$ cat src/hw/rtl/rem_pkg.sv
// rem_pkg: shared widths, codes and control structs of the rumble effect mixer
// used by the channel interfaces, the controller, the datapath and the top level
`default_nettype none

package rem_pkg;

   localparam int STR_W    = 16;
   localparam int TIME_W   = 16;
   localparam int CMD_W    = 2;
   localparam int STAT_W   = 2;
   localparam int LIVE_W   = 5;

   localparam logic [STR_W-1:0] FULL_FORCE = 16'h8000;

   localparam logic REQ_ADD  = 1'b0;
   localparam logic REQ_TICK = 1'b1;

   localparam logic [CMD_W-1:0] MOTOR_NONE    = 2'd0;
   localparam logic [CMD_W-1:0] MOTOR_START   = 2'd1;
   localparam logic [CMD_W-1:0] MOTOR_RESTART = 2'd2;
   localparam logic [CMD_W-1:0] MOTOR_STOP    = 2'd3;

   localparam logic [STAT_W-1:0] ADD_OK    = 2'd0;
   localparam logic [STAT_W-1:0] ADD_FULL  = 2'd1;
   localparam logic [STAT_W-1:0] ADD_NODEV = 2'd2;

   typedef struct packed {
      logic              load;
      logic              store;
      logic              set_status;
      logic [STAT_W-1:0] status;
      logic              rd_en;
      logic              proc_en;
      logic              emit;
   } rem_cmd_type;

   typedef struct packed {
      logic device_present;
      logic idx_live;
      logic out_free;
   } rem_status_type;

endpackage

`default_nettype wire

$ cat src/hw/rtl/rem_ctrl.sv
// rem_ctrl: sequencer for add scans and tick walks over the effect slots
// depends on rem_pkg; drives rem_datapath through rem_cmd_type
`default_nettype none

module rem_ctrl
   import rem_pkg::*;
#(
   parameter int MAX_EFFECTS = 16,
   localparam int IDX_W = (MAX_EFFECTS > 1) ? $clog2(MAX_EFFECTS) : 1
) (
   input  wire logic             clock,
   input  wire logic             reset,
   input  wire logic             req_valid,
   input  wire logic             req_type,
   output logic                  req_ready,
   input  rem_status_type        status,
   output rem_cmd_type           cmd,
   output logic [IDX_W-1:0]      rd_idx,
   output logic [IDX_W-1:0]      proc_idx
);

   localparam logic [2:0] ST_IDLE  = 3'd0;
   localparam logic [2:0] ST_ADD   = 3'd1;
   localparam logic [2:0] ST_TICK  = 3'd2;
   localparam logic [2:0] ST_DRAIN = 3'd3;
   localparam logic [2:0] ST_DONE  = 3'd4;

   localparam logic [IDX_W-1:0] LAST_IDX = IDX_W'(MAX_EFFECTS - 1);

   logic [2:0]       state_ff, state_in;
   logic [IDX_W-1:0] idx_ff, idx_in;
   logic             proc_valid_ff, proc_valid_in;
   logic [IDX_W-1:0] proc_idx_ff;
   logic             accept;

   assign req_ready = (state_ff == ST_IDLE);
   assign accept    = req_valid && req_ready;
   assign rd_idx    = idx_ff;
   assign proc_idx  = proc_idx_ff;

   always_comb begin
      state_in      = state_ff;
      idx_in        = idx_ff;
      proc_valid_in = 1'b0;
      cmd           = '0;
      cmd.proc_en   = proc_valid_ff;
      unique case (state_ff)
         ST_IDLE: begin
            if (accept) begin
               cmd.load = 1'b1;
               idx_in   = '0;
               state_in = (req_type == REQ_TICK) ? ST_TICK : ST_ADD;
            end
         end
         ST_ADD: begin
            if (!status.device_present) begin
               cmd.set_status = 1'b1;
               cmd.status     = ADD_NODEV;
               state_in       = ST_DONE;
            end else if (!status.idx_live) begin
               cmd.store = 1'b1;
               state_in  = ST_DONE;
            end else if (idx_ff == LAST_IDX) begin
               cmd.set_status = 1'b1;
               cmd.status     = ADD_FULL;
               state_in       = ST_DONE;
            end else begin
               idx_in = idx_ff + IDX_W'(1);
            end
         end
         ST_TICK: begin
            cmd.rd_en     = 1'b1;
            proc_valid_in = 1'b1;
            idx_in        = idx_ff + IDX_W'(1);
            if (idx_ff == LAST_IDX) begin
               state_in = ST_DRAIN;
            end
         end
         ST_DRAIN: begin
            state_in = ST_DONE;
         end
         ST_DONE: begin
            if (status.out_free) begin
               cmd.emit = 1'b1;
               state_in = ST_IDLE;
            end
         end
         default: begin
            state_in = ST_IDLE;
         end
      endcase
   end

   always_ff @(posedge clock) begin
      if (reset) begin
         state_ff      <= ST_IDLE;
         idx_ff        <= '0;
         proc_valid_ff <= 1'b0;
      end else begin
         state_ff      <= state_in;
         idx_ff        <= idx_in;
         proc_valid_ff <= proc_valid_in;
      end
   end

   always_ff @(posedge clock) begin
      proc_idx_ff <= idx_ff;
   end

`ifndef SYNTHESIS
   a_emit_needs_free_output: assert property (@(posedge clock) disable iff (reset)
      cmd.emit |-> status.out_free)
      else $error("result emitted while output register still full");

   a_store_into_free_slot: assert property (@(posedge clock) disable iff (reset)
      cmd.store |-> (!status.idx_live && status.device_present))
      else $error("store into a live slot or without device");

   a_accept_starts_work: assert property (@(posedge clock) disable iff (reset)
      accept |=> (state_ff == ST_ADD || state_ff == ST_TICK))
      else $error("accepted item did not start an add or a tick");
`endif

endmodule

`default_nettype wire

$ cat config.mk
export PLATFORM = sky130hd
export DESIGN_NAME = rem_ctrl
export DESIGN_NICKNAME = d
export VERILOG_FILES = /design/src/hw/rtl/rem_pkg.sv /design/src/hw/rtl/rem_ctrl.sv
export SDC_FILE = /design/constraint.sdc
export NUM_CORES = 1
export LEC_CHECK = 0
export ABC_AREA = 1
export BUFFER_PORTS_ARGS = -buffer_cell sky130_fd_sc_hd__buf_2
export CAP_MARGIN = 0
export CORE_MARGIN = 3
export CORE_UTILIZATION = 50
export DETAILED_ROUTE_END_ITERATION = 8
export GPL_TIMING_DRIVEN = 0
export PLACE_DENSITY_LB_ADDON = 0.12
export SYNTH_ARGS = -nofsm -noshare
export SYNTH_HDL_FRONTEND = slang
export SYNTH_SLANG_ARGS = --single-unit
$ cat constraint.sdc
create_clock -name clock -period 3.5 [get_ports clock]
set_clock_uncertainty 0.1 [all_clocks]
set_input_delay 0.35 -clock clock [delete_from_list [all_inputs] [get_ports clock]]
set_output_delay 0.35 -clock clock [all_outputs]
set_load 0.005 [all_outputs]
Word level (Yosys, flattened, before mapping) --
Cells that the tools add are included. W data, S select, Z words.
Word-level totals: output and inout bits 17, input bits 7, register bits 12, logic and storage cells 46
Operators by class: equality and inequality tests 12, reduce and logical (&&, ||, !) cells 5, add/sub/neg operators 1, mux-type cells 24
Operator list (count):
- $mux W3 | 9
- $mux W4 | 5
- $pmux W3 S5 | 1
- $pmux W4 S3 | 1
- $ne A2 B2 Y1 const B | 5
- $mux W1 | 7
- $eq A3 B2 Y1 const B | 2
- $reduce_and A5 Y1 | 1
- $add A4 B1 Y4 const B | 1
- $eq A4 B4 Y1 const B | 1
- $ne A4 B4 Y1 const B | 1
- $reduce_and A4 Y1 | 1
- $eq A3 B1 Y1 const B | 1
- $eq A3 B3 Y1 const B | 1
- $logic_not A3 Y1 | 1
- $reduce_bool A3 Y1 | 1
- $mux W2 | 1
- $ne A2 B1 Y1 const B | 1
- $logic_and A1 B1 Y1 | 1

Depth between registers and ports, before layout --
word-level depth 5, mapped depth 9, depth with buffers taken out 9

Worst setup path after synthesis --
OpenSTA, ideal clock, no wires.
kind flip-flop to output port, start register idx_ff[1] (netlist: rd_idx[1]), end output cmd[5] in the netlist's numbering, slack 2069 ps, cell stages (with the launch flop) 6, data arrival time 981 ps, path buffers 0, cells stage by stage dfxtp_1 -> ha_1 -> nand2_1 -> nor2_1 -> o21ai_2 -> nor2_1
RTL lines:
- from (decl) | line rem_ctrl.sv:31 | logic [IDX_W-1:0] idx_ff, idx_in;
- from (signal assigned) | line rem_ctrl.sv:101 | idx_ff <= idx_in;
- to (decl) | line rem_ctrl.sv:17 | output rem_cmd_type cmd,

==> flow_summary.json <==
{
  "outcome": "finished clean",
  "die_h_um": 42.14,
  "pin_count": 24,
  "die_area_sq_um": 1776,
  "final_common_cell": "nand2_1",
  "clkTransAtPathRegs_ns": 0.06,
  "first_global_vias": 557,
  "cts_buffers": 3,
  "areaGrowthSynthToFinish_pct": 23.75,
  "crit_top_cell": "nor2_1",
  "maxCapViolCount": 0,
  "synth_area_sq_um": 653.1,
  "grt_max_degree": 8,
  "numClockSinks": 12,
  "port-buffer-count": 23,
  "fin_nets": 140,
  "worstPathCellList": "ha_1 > nand2_1 > nor2_1 > o21ai_2 > nor2_1 > buf_2",
  "syn_nets": 112,
  "rsz0062_at_grt": "false",
  "n_antenna_cell": 0,
  "fin_ws_ns": 1.578,
  "synth_cell_types": 17,
  "drive_above_1_share_pct": 26.15,
  "cts_resized": 0,
  "gp_congestion": 0.8040,
  "startpoint_type": "flop",
  "cts_hold_buf": 0,
  "endpoint_kind": "output pin",
  "drtAntennaViolNets": 0,
  "cts_root_buf": "clkbuf_4",
  "antenna_found_initial": 0,
  "grt_util_all_layers_pct": 16.19,
  "crit_buf_inv": 1,
  "slowest_delay_ns": 0.41,
  "final_hold_viol_count": 0,
  "fin_tns_setup_ns": 0,
  "clockBufferDepth": 2,
  "fin_util_pct": 69.02,
  "postSynthAreaPerCell_sq_um": 6.280,
  "fillers": 114,
  "overflow": 0,
  "drtPass1Iterations": 4,
  "synth_cells": 104,
  "maxSlewHeadroom_pct": 80.19,
  "dp_hpwl_um": 1111,
  "post_cts_buffers": 0,
  "yosysSeqAreaShare_pct": 36.78,
  "cts_tree": "done",
  "grt_pass1_wl_um": 2270,
  "finalCriticalPeriod_ns": 1.922,
  "clk_latency_ns": 0.26,
  "drt_iter0_markers": 17,
  "routed-via-count": 694,
  "vdd_drop_max_mv": 0.4147,
  "finalWirelength_um": 1405,
  "fmax_mhz": 520.2,
  "pre_cts_ws_ns": 1.853,
  "vias_per_cell": 4.819,
  "min_path_type": "input port to flop",
  "maxSlewViolCount": 0,
  "power.total_uw": 626.5,
  "cts.htree.levels": 1,
  "post_drt_wl_per_cell_um": 9.757,
  "rows": 12,
  "cp.arrival_ns": 1.47,
  "initial_utilization_pct": 55.77,
  "die_x_um": 42.14,
  "leakage_uw": 0.0004805,
  "yosys_warnings": 0,
  "drc_errors": 0,
  "criticalPathCategory": "flop to output pin",
  "final_cell_mix": "29 x nand2_1, 23 x buf_2, 16 x inv_1, 16 x nor2_1, 13 x nand3_1",
  "setup_violations": 0,
  "fin_crit_sh_pct": 54.92,
  "power-per-cell-area_nw_per_um2": 775.1,
  "core_sq_um": 1171,
  "required_ns": 3.05,
  "worstPathMaxFanout": 6,
  "crit_slowest_cell": "dfxtp_1",
  "synth-seq-cells": 12,
  "max_slew.worst_pin.slew_ns": 0.2971,
  "crit_family": "flip-flops"
}
==> worst reg2reg max path, delay by kind of cell, from the launching register on <==
kind / cells / cell delay, ns
and+or+nand+nor: 4 / 0.33
AOI/OAI and AO/OA: 2 / 0.41
DFF: 1 / 0.36
adders and majority gates: 1 / 0.25
==> through the flow <==
| stage | hold WS [ns] | instances | area (sq um) |
|---|---|---|---|
| 5_1_grt | 0.2116 | 144 | 808.3 |
| 6_report | 0.2120 | 144 | 808.3 |
| 4_1_cts | 0.2109 | 144 | 808.3 |
| 3_5_place_dp | 0.2979 | 141 | 785.8 |
| 3_3_place_gp | 0.2960 | 141 | 785.8 |
| 2_1_floorplan | 0.2906 | 104 | 653.1 |
==> flip-flops by register name (all words and copies together) (netlist names) <==
signal         count
proc_idx           4
state_ff           3
rd_idx             4
proc_valid_ff      1
==> cell type report <==
class	instances	area, sq um	area share [%]
Sequential cell	12	240.2	29.72
Tap cell	14	17.52	2.167
Multi-Input combinational cell	73	334.1	41.33
Buffer	2	15.01	1.858
Clock buffer	3	22.52	2.786
Timing Repair Buffer	23	115.1	14.24
Inverter	17	63.81	7.895
==> cell families (layout without fill, tap and decap cells) <==
kind of cell / Yosys count / in the layout / synth area share, %
and+or+nand+nor: 67 / 67 / 44.83
buffers and inverters: 19 / 45 / 12.07
DFF: 12 / 12 / 36.78
AOI/OAI and AO/OA: 5 / 5 / 4.406
adders and majority gates: 1 / 1 / 1.915
==> power breakdown <==
group | switching (uW) | internal (uW)
Sequential | 38.1 | 180
Combinational | 197 | 133
Clock | 38.1 | 39.7
==> worst paths after layout <==
check	start	to	slack, ns	cells past startpoint
max	rd_idx[0]	cmd[5]	1.58	6
min	reset	rd_idx[3]	0.21	2
max reg2reg	rd_idx[0]	rd_idx[1]	1.95	7
min reg2reg	rd_idx[3]	proc_idx[3]	0.31	0
==> synth_stat cells <==
cell type / count / area (sq um)
nor2_1: 16 / 60.06
ha_1: 1 / 12.51
nand4_1: 2 / 12.51
o21ai_0: 2 / 10.01
nor4_1: 1 / 6.260
nand2_2: 1 / 6.260
a21oi_1: 2 / 10.01
inv_2: 1 / 3.750
nand2_1: 29 / 108.9
nand3_1: 13 / 65.06
dfxtp_1: 12 / 240.2
o21ai_2: 1 / 8.760
inv_1: 16 / 60.06
buf_4: 2 / 15.01
nor3_1: 2 / 10.01
nor2_2: 2 / 12.51
nor2_4: 1 / 11.26
==> per-layer routing <==
metal | track usage, % | vias up | routed length, um
met5 | 0 | - | 0
met4 | 2.484 | 0 | 0
met3 | 6.867 | 0 | 102
met2 | 24.69 | 17 | 627
met1 | 21.73 | 300 | 675
li1 | - | 377 | -
(Power assumes the default switching activity.)
