## src/hw/rtl/rem_pkg.sv

```systemverilog
// rem_pkg: shared widths, codes and control structs of the rumble effect mixer
// used by the channel interfaces, the controller, the datapath and the top level
`default_nettype none

package rem_pkg;

   localparam int STR_W    = 16;
   localparam int TIME_W   = 16;
   localparam int CMD_W    = 2;
   localparam int STAT_W   = 2;
   localparam int LIVE_W   = 5;

   localparam logic [STR_W-1:0] FULL_FORCE = 16'h8000;

   localparam logic REQ_ADD  = 1'b0;
   localparam logic REQ_TICK = 1'b1;

   localparam logic [CMD_W-1:0] MOTOR_NONE    = 2'd0;
   localparam logic [CMD_W-1:0] MOTOR_START   = 2'd1;
   localparam logic [CMD_W-1:0] MOTOR_RESTART = 2'd2;
   localparam logic [CMD_W-1:0] MOTOR_STOP    = 2'd3;

   localparam logic [STAT_W-1:0] ADD_OK    = 2'd0;
   localparam logic [STAT_W-1:0] ADD_FULL  = 2'd1;
   localparam logic [STAT_W-1:0] ADD_NODEV = 2'd2;

   typedef struct packed {
      logic              load;
      logic              store;
      logic              set_status;
      logic [STAT_W-1:0] status;
      logic              rd_en;
      logic              proc_en;
      logic              emit;
   } rem_cmd_type;

   typedef struct packed {
      logic device_present;
      logic idx_live;
      logic out_free;
   } rem_status_type;

endpackage

`default_nettype wire

```

## src/hw/rtl/rem_datapath.sv

```systemverilog
// rem_datapath: slot memories, live bits, strength accumulator, motor state and
// response register; depends on rem_pkg, sequenced by rem_ctrl
`default_nettype none

module rem_datapath
   import rem_pkg::*;
#(
   parameter int MAX_EFFECTS = 16,
   localparam int IDX_W = (MAX_EFFECTS > 1) ? $clog2(MAX_EFFECTS) : 1,
   localparam int CNT_W = $clog2(MAX_EFFECTS + 1)
) (
   input  wire logic              clock,
   input  wire logic              reset,
   input  rem_cmd_type            cmd,
   input  wire logic [IDX_W-1:0]  rd_idx,
   input  wire logic [IDX_W-1:0]  proc_idx,
   output rem_status_type         status,
   input  wire logic              req_type,
   input  wire logic [STR_W-1:0]  req_strength,
   input  wire logic [TIME_W-1:0] req_lifetime,
   input  wire logic [TIME_W-1:0] req_elapsed,
   input  wire logic              csr_we,
   input  wire logic              csr_data,
   input  wire logic              rsp_ready,
   output logic                   rsp_valid,
   output logic [CMD_W-1:0]       rsp_motor_cmd,
   output logic [STR_W-1:0]       rsp_motor_strength,
   output logic [LIVE_W-1:0]      rsp_live_count,
   output logic [STAT_W-1:0]      rsp_add_status
);

   logic [STR_W-1:0]  slot_strength_ff [MAX_EFFECTS];
   logic [TIME_W-1:0] slot_time_ff [MAX_EFFECTS];

   logic              type_ff;
   logic [STR_W-1:0]  strength_ff;
   logic [TIME_W-1:0] lifetime_ff;
   logic [TIME_W-1:0] elapsed_ff;
   logic [STR_W-1:0]  rd_str_ff;
   logic [TIME_W-1:0] rd_time_ff;

   logic [MAX_EFFECTS-1:0] live_ff, live_in;
   logic [CNT_W-1:0]       count_ff, count_in;
   logic [STR_W-1:0]       sum_ff, sum_in;
   logic [STAT_W-1:0]      add_status_ff, add_status_in;
   logic                   device_ff, device_in;
   logic                   motor_on_ff, motor_on_in;
   logic [STR_W-1:0]       motor_last_ff, motor_last_in;

   logic                   rsp_valid_ff, rsp_valid_in;
   logic [CMD_W-1:0]       rsp_cmd_ff, rsp_cmd_in;
   logic [STR_W-1:0]       rsp_str_ff, rsp_str_in;
   logic [LIVE_W-1:0]      rsp_count_ff;
   logic [STAT_W-1:0]      rsp_status_ff;

   logic                   proc_live;
   logic [TIME_W-1:0]      time_left;
   logic                   expire;
   logic                   keep;
   logic [STR_W:0]         sum_wide;
   logic                   any_live;
   logic [CNT_W+LIVE_W-1:0] count_ext;
   logic                   time_we;
   logic [IDX_W-1:0]       time_addr;
   logic [TIME_W-1:0]      time_wdata;

   assign proc_live  = live_ff[proc_idx];
   assign time_left  = (rd_time_ff > elapsed_ff) ? (rd_time_ff - elapsed_ff) : '0;
   assign expire     = cmd.proc_en && proc_live && (time_left == '0);
   assign keep       = cmd.proc_en && proc_live && (time_left != '0);
   assign sum_wide   = {1'b0, sum_ff} + {1'b0, rd_str_ff};
   assign any_live   = (count_ff != '0);
   assign count_ext  = {{LIVE_W{1'b0}}, count_ff};

   assign time_we    = cmd.store || (cmd.proc_en && proc_live);
   assign time_addr  = cmd.store ? rd_idx : proc_idx;
   assign time_wdata = cmd.store ? lifetime_ff : time_left;

   assign status.device_present = device_ff;
   assign status.idx_live       = live_ff[rd_idx];
   assign status.out_free       = !rsp_valid_ff || rsp_ready;

   assign rsp_valid          = rsp_valid_ff;
   assign rsp_motor_cmd      = rsp_cmd_ff;
   assign rsp_motor_strength = rsp_str_ff;
   assign rsp_live_count     = rsp_count_ff;
   assign rsp_add_status     = rsp_status_ff;

   // slot memories
   always_ff @(posedge clock) begin
      if (cmd.store) begin
         slot_strength_ff[rd_idx] <= strength_ff;
      end
      if (cmd.rd_en) begin
         rd_str_ff <= slot_strength_ff[rd_idx];
      end
   end

   always_ff @(posedge clock) begin
      if (time_we) begin
         slot_time_ff[time_addr] <= time_wdata;
      end
      if (cmd.rd_en) begin
         rd_time_ff <= slot_time_ff[rd_idx];
      end
   end

   always_comb begin
      live_in       = live_ff;
      count_in      = count_ff;
      sum_in        = sum_ff;
      add_status_in = add_status_ff;
      device_in     = csr_we ? csr_data : device_ff;
      motor_on_in   = motor_on_ff;
      motor_last_in = motor_last_ff;
      rsp_cmd_in    = MOTOR_NONE;
      rsp_str_in    = '0;

      if (cmd.load) begin
         sum_in        = '0;
         add_status_in = ADD_OK;
      end
      if (cmd.set_status) begin
         add_status_in = cmd.status;
      end
      if (cmd.store) begin
         live_in[rd_idx] = 1'b1;
         count_in        = count_ff + CNT_W'(1);
      end
      if (expire) begin
         live_in[proc_idx] = 1'b0;
         count_in          = count_ff - CNT_W'(1);
      end
      if (keep) begin
         sum_in = (sum_wide > {1'b0, FULL_FORCE}) ? FULL_FORCE : sum_wide[STR_W-1:0];
      end

      // motor decision after the walk
      if ((type_ff == REQ_TICK) && device_ff) begin
         if (any_live && motor_on_ff) begin
            if (sum_ff != motor_last_ff) begin
               rsp_cmd_in = MOTOR_RESTART;
               rsp_str_in = sum_ff;
            end
         end else if (any_live) begin
            rsp_cmd_in = MOTOR_START;
            rsp_str_in = sum_ff;
         end else if (motor_on_ff) begin
            rsp_cmd_in = MOTOR_STOP;
         end
         if (cmd.emit) begin
            motor_on_in   = any_live;
            motor_last_in = any_live ? sum_ff : '0;
         end
      end

      if (cmd.emit) begin
         rsp_valid_in = 1'b1;
      end else if (rsp_ready) begin
         rsp_valid_in = 1'b0;
      end else begin
         rsp_valid_in = rsp_valid_ff;
      end
   end

   always_ff @(posedge clock) begin
      if (reset) begin
         live_ff       <= '0;
         count_ff      <= '0;
         device_ff     <= 1'b1;
         motor_on_ff   <= 1'b0;
         motor_last_ff <= '0;
         rsp_valid_ff  <= 1'b0;
      end else begin
         live_ff       <= live_in;
         count_ff      <= count_in;
         device_ff     <= device_in;
         motor_on_ff   <= motor_on_in;
         motor_last_ff <= motor_last_in;
         rsp_valid_ff  <= rsp_valid_in;
      end
   end

   always_ff @(posedge clock) begin
      sum_ff        <= sum_in;
      add_status_ff <= add_status_in;
      if (cmd.load) begin
         type_ff     <= req_type;
         strength_ff <= req_strength;
         lifetime_ff <= req_lifetime;
         elapsed_ff  <= req_elapsed;
      end
      if (cmd.emit) begin
         rsp_cmd_ff    <= rsp_cmd_in;
         rsp_str_ff    <= rsp_str_in;
         rsp_count_ff  <= count_ext[LIVE_W-1:0];
         rsp_status_ff <= add_status_ff;
      end
   end

`ifndef SYNTHESIS
   a_count_matches_live: assert property (@(posedge clock) disable iff (reset)
      $countones(live_ff) == int'(count_ff))
      else $error("live count out of step with live bits");

   a_motor_off_clears_strength: assert property (@(posedge clock) disable iff (reset)
      !motor_on_ff |-> (motor_last_ff == '0))
      else $error("motor off but last strength nonzero");

   a_no_strength_without_start: assert property (@(posedge clock) disable iff (reset)
      (rsp_valid_ff && (rsp_cmd_ff == MOTOR_NONE || rsp_cmd_ff == MOTOR_STOP))
         |-> (rsp_str_ff == '0))
      else $error("strength reported without a start or restart");
`endif

endmodule

`default_nettype wire

```

## config.mk

```make
export PLATFORM = sky130hd
export DESIGN_NAME = rem_datapath
export DESIGN_NICKNAME = d
export VERILOG_FILES = /design/src/hw/rtl/rem_pkg.sv /design/src/hw/rtl/rem_datapath.sv
export SDC_FILE = /design/constraint.sdc
export NUM_CORES = 1
export LEC_CHECK = 0
export ABC_AREA = 1
export BUFFER_PORTS_ARGS = -buffer_cell sky130_fd_sc_hd__buf_2
export CAP_MARGIN = 0
export CORE_UTILIZATION = 26
export CTS_CLUSTER_DIAMETER = 150
export DETAILED_ROUTE_END_ITERATION = 16
export GPL_ROUTABILITY_DRIVEN = 0
export PLACE_DENSITY = 0.41
export SYNTH_ARGS = -nofsm -noshare
export SYNTH_HDL_FRONTEND = slang
export SYNTH_SLANG_ARGS = --single-unit
```

## constraint.sdc

```tcl
create_clock -name clock -period 2.88 [get_ports clock]
set_input_delay 0.288 -clock clock [delete_from_list [all_inputs] [get_ports clock]]
set_output_delay 0.288 -clock clock [all_outputs]
set_load 0.05 [all_outputs]
```

# After elaboration in Yosys (flattened, before gate mapping)
# Memories as Yosys holds them, arrays and structs flattened. A register that Yosys moved wholly into a read port is not among the register bits.
# Cells that the tools add are included.
# totals
ram_bits	512
wordCells	83
memories	2
output_inout_bits	29
register_bits	132
latchBits	0
rom_bits	0
input_bits	70
# mem_list
memory	words	word_bits	rd	rd_clocked_by_memory_dff	wr	line_no	source
slot_strength_ff	16	16	1	1	1	rem_datapath.sv:32	logic [STR_W-1:0] slot_strength_ff [MAX_EFFECTS];
slot_time_ff	16	16	1	1	1	rem_datapath.sv:33	logic [TIME_W-1:0] slot_time_ff [MAX_EFFECTS];
# classes
multipliers	0
reduce_logical	18
n_mux	33
shift	0
n_eq_ne	1
n_addsub	4
bitwise	3
magnitude_cmp	6
div	0
# op_table
op	n
$mux 16	10
$add 16x16->17	1
$gt 17x16->1 const B	1
$and 16x16->16	1
$gt 16x16->1	1
$logic_not 16->1	1
$ne 16x16->1	1
$not 16->16	1
$or 16x16->16	1
$reduce_bool 16->1	1
$sub 16x16->16	1
$mux 2	6
$lt 4x5->1 const B	2
$mux 1	10
$mux 5	2
$bmux 1 s4	2
$demux 1 s4	2
$ge 4x1->1 const B	2
$reduce_bool 2->1	4
$logic_and 1x1->1	7
$add 5x1->5 const B	1
$reduce_bool 5->1	1
$sub 5x1->5 const B	1
$mux 4	1
3 further kinds	4

# Depth between registers and ports, before layout
# depth
depth_word	8
ltp_mapped	29
depth_no_buf	27

# Worst setup path after synthesis
# No wires, ideal clock.
# synth_path
path_type	reg-to-reg
from	register elapsed_ff[0]
to	register count_ff[4]
setup_ns	0.115
synth_period_minus_slack_ns	3.157
arrival_time_ns	3.042
path_stages_with_launch	25
path_slack_ns	-0.277
cell_sequence	edfxtp_1 ha_1 fa_1 inv_1 nand3_1 nand3_1 nand3_1 nand3_1 nand2_1 nand2_1 nor2_2 nor2_2 nand2_2 nor2_4 nand3_4 inv_2 buf_6 ha_1 a21o_1 a31oi_1 nor2_1 inv_1 nand2_1 a21oi_1 nor2_1
# synth_via
elab_chain_cells	5
elab_cells_between_ends	7
cone_classes	add/sub (1); order compare (1); mux (2); reduce/logical (3)
# synth_lines
element	line_no	source
start, declared	rem_datapath.sv:38	logic [TIME_W-1:0] elapsed_ff;
start signal, assigned	rem_datapath.sv:191	elapsed_ff <= req_elapsed;
$sub 16x16->16 / $gt 16x16->1 (equally long branches)	rem_datapath.sv:68	assign time_left = (rd_time_ff > elapsed_ff) ? (rd_time_ff - elapsed_ff) : '0;
$mux 16 (*)	rem_datapath.sv:68	
$logic_not 16->1 (*)	rem_datapath.sv:69	assign expire = cmd.proc_en && proc_live && (time_left == '0);
$logic_and 1x1->1 (*)	rem_datapath.sv:69	
$mux 5 / $reduce_bool 2->1 (equally long branches)	--	
end signal, assigned	rem_datapath.sv:176	count_ff <= count_in;
end, declared	rem_datapath.sv:43	logic [CNT_W-1:0] count_ff, count_in;
# Every way passes the cells marked *; elsewhere a longest branch is shown, timed or not.
# A chain may end at the register's enable or synchronous reset.

# Worst setup path in the final report
# layout_path
from	register elapsed_ff[0]
to	register sum_ff[14] (enable)
# layout_via
elab_chain_cells	5
elab_cells_between_ends	6
cone_classes	add/sub (1); order compare (1); mux (1); reduce/logical (3)
# layout_lines
element	line_no	source
$sub 16x16->16 / $gt 16x16->1 (equally long branches)	rem_datapath.sv:68	
$mux 16 (*)	rem_datapath.sv:68	
$reduce_bool 16->1 (*)	rem_datapath.sv:70	assign keep = cmd.proc_en && proc_live && (time_left != '0);
$logic_and 1x1->1 (*)	rem_datapath.sv:70	
$reduce_bool 2->1 (no line) (*)	--	
end signal, assigned	rem_datapath.sv:185	sum_ff <= sum_in;
end, declared	rem_datapath.sv:44	logic [STR_W-1:0] sum_ff, sum_in;
# Marks and branches as above.

==> results.yml <==
clock_network:
  cts_made_buffers: 78
  cts.sinks: 676
  clkTransAtPathRegs_ps: 50
  cts_buffer_depth: 3
  tritoncts: "built"
  clk_latency_ps: 650
  htree_levels: 3
  cts_root_buffer: "clkbuf_16"
power:
  p_leak_uw: 0.01235
  max-vdd-ir-drop_mv: 0.3924
  power_density_nw_per_um2: 671.1
  power_uw: 23350
sta:
  fin_ws_ps: -297.1
  rsz0062_at_grt: "true"
  hold_viol_final: 0
  post-route-period-util_pct: 110.3
  fmax_ghz: 0.3148
  relSlewSlack_pct: 33.13
  drv_slew: 0
  hold_ws_ps: 92.13
  setup_violations: 19
  fin_worst_skew_ps: 37.09
  tns_ps: -4239
  worstMarginPinSlew_ps: 1003
  min_period_ps: 3177
yosys:
  ys_types: 48
  synth_warnings: 0
  seq_area_frac_synth_pct: 72.01
  netlist_area_um2: 27630
  synth_nets: 2265
  syn_avg_cell_area_um2: 12.81
  netlist_instances: 2157
  ys_seq_elements: 676
route:
  dr.pass1.iters: 5
  wl_per_cell_um: 20.55
  vias: 18140
  drt_iter0_drc: 1243
  finalWirelength_um: 80410
  detail-route-antenna-nets: 0
  viasPerCell: 4.636
  drc: 0
worst_setup_path:
  crit_type: "reg2reg"
  cp.arrival_ps: 3520
  cp_num_buf_inv: 5
  path_cells: "ha_2, fa_2, nor2_2, o21ai_2, nand2_2, nand2_2, nand2_4, nand2_8, nor2_2, nor2_2, nand2_2, nor2_4, buf_4, buf_6, buf_6, nand2_1, nand2_2, inv_4, or2_4, bufbuf_16"
  start_kind: "register"
  end_kind: "register"
  max_stage_delay_ps: 380
  critical_path.most_common_cell: "nand2_2"
  critPathSlowestCell: "edfxtp_1"
  critical_path_required_ps: 3220
  cp_top_family: "simple AND/OR/NAND/NOR gates"
  worstPathMaxFanout: 8
layout:
  final_area_um2: 34790
  final_cell_mix: "edfxtp_1, nand2_1, nand3_1, buf_4, a22oi_1"
  layout_commonest_cell: "edfxtp_1"
  fin_nets: 2571
  fillerInstances: 10290
  area_delta_synth_final_pct: 25.89
  drive_above_1_share_pct: 21.39
  layoutNonFillerInstCount: 3912
floorplan:
  die_y_um: 328.0
  core-area_um2: 105300
  ioPinCount: 99
  rows: 119
  die_w_um: 328.0
  start_util_pct: 26.25
  dieArea_um2: 107600
placed_design:
  post-place-cells: 3699
  io_buffers: 98
  post_dp_cell_area_um2: 31180
  hpwl_um: 49810
flow_run:
  max-cap-violations: 0
global_route:
  grt_pass1_vias: 18150
  antenna_found_initial: 6
  grt_use_total_pct: 14.92
  grt_remaining_overflow: 0
  grt_pass1_wl_um: 119200
  grt_max_degree: 85
status:
  status: "finished with violations"
  violations: "setup timing"
worst_hold_path:
  hold_class: "in2reg"
==> where the power goes <==
| group | leakage [uW] | switching (uW) | internal (uW) |
|---|---|---|---|
| sequential | 0.00623 | 189 | 11200 |
| clock | 0.00115 | 3950 | 5420 |
| combinational | 0.00497 | 1660 | 944 |
==> metrics by stage <==
| stage | worst slack [ps] | utilization, % |
|---|---|---|
| 2_1_floorplan | -116.4 | - |
| 3_5_place_dp | -395.3 | 29.62 |
| 3_3_place_gp | -358.7 | 29.62 |
| 5_1_grt | -447.8 | 33.05 |
| 4_1_cts | -249.2 | 32.91 |
| 6_report | -297.1 | 33.05 |
==> final cells by class <==
cell class | count | area [um2] | area share, %
diodes | 1 | 2.502 | 0.007193
clock buffers | 102 | 2063 | 5.931
clock inverters | 35 | 336.6 | 0.9675
inverters | 151 | 586.8 | 1.687
multi-input cells | 1225 | 7320 | 21.04
flip-flops and latches | 676 | 19900 | 57.20
well taps | 1391 | 1740 | 5.003
repair buffers | 331 | 2841 | 8.168
==> synth_stat cells (all sizes together) <==
cell	number	area [um2]
nor3	3	20.02
buf	9	58.80
o211ai	1	7.510
clkbuf	97	364.1
clkinv	1	3.750
a21o	2	15.01
nand3	190	963.4
a221oi	1	8.760
o21bai	3	22.52
fa	3	60.06
nor2	144	600.6
dfxtp	40	800.8
xnor2	20	175.2
o21a	2	15.01
nor4	1	6.260
and2	3	18.77
nand3b	5	37.54
nand4	18	112.6
xor2	12	105.1
o31ai	2	15.01
ha	35	437.9
a21oi	38	190.2
or2	5	31.28
o221ai	8	70.07
a31oi	134	838.3
or4	32	240.2
inv	150	565.6
nand2	371	1446
edfxtp	636	19100
a211oi	1	7.510
o21ai	53	269.0
a22oi	136	1021
and3	1	7.510
==> tightest hold or removal path, cell delays in order <==
cell and delay (ps):
buf_2 210, nor2_1 70, o21ai_0 60, inv_1 40
==> registers in the layout, summed over array words and instances (netlist names), 16 cells and up <==
register and flops:
elapsed_ff 16, lifetime_ff 16, live_ff 16, motor_last_ff 16
rd_str_ff 16, rd_time_ff 16, rsp_motor_strength 16, slot_strength_ff 256
slot_time_ff 256, strength_ff 16, sum_ff 16
==> kinds of logic (layout without fill, tap and decap cells) <==
| kind of cell | Yosys count | after routing | synth area share, % |
|---|---|---|---|
| AND/OR/NAND/NOR | 773 | 774 | 12.61 |
| flip-flops | 676 | 676 | 72.01 |
| AO/OA/AOI/OAI | 381 | 381 | 8.974 |
| buffers and inverters | 257 | 619 | 3.591 |
| adder cells (fa/ha/maj) | 38 | 38 | 1.802 |
| XOR/XNOR | 32 | 32 | 1.014 |
| other | 0 | 1 | 0 |
==> layer usage <==
metal	up-vias	global-route usage (%)	routed length, um
met1	8993	21.17	38610
met5	-	0	17
met3	121	2.585	3953
met2	425	22.98	35720
li1	8593	-	-
met4	4	4.846	2110
==> what timing repair did <==
item / in CTS / in global routing
pin swaps: 23 / 16
resized for setup: 69 / 35
hold buffers: 58 / 0
hold endpoints to repair: 55 / 0
buffers inserted: 11 / 6
setup endpoints to repair: 35 / 53
gates cloned: 1 / 2
==> final timing paths <==
path                                        from  cells past startpoint  slack, ps                 to
worst min register to register  add_status_ff[0]                      0        430  rsp_add_status[0]
worst max-delay path               elapsed_ff[0]                     20       -300         sum_ff[14]
worst max register to register     elapsed_ff[0]                     20       -300         sum_ff[14]
worst min-delay path                       reset                      4         90        live_ff[13]
Power figures use the tool's default switching activity.
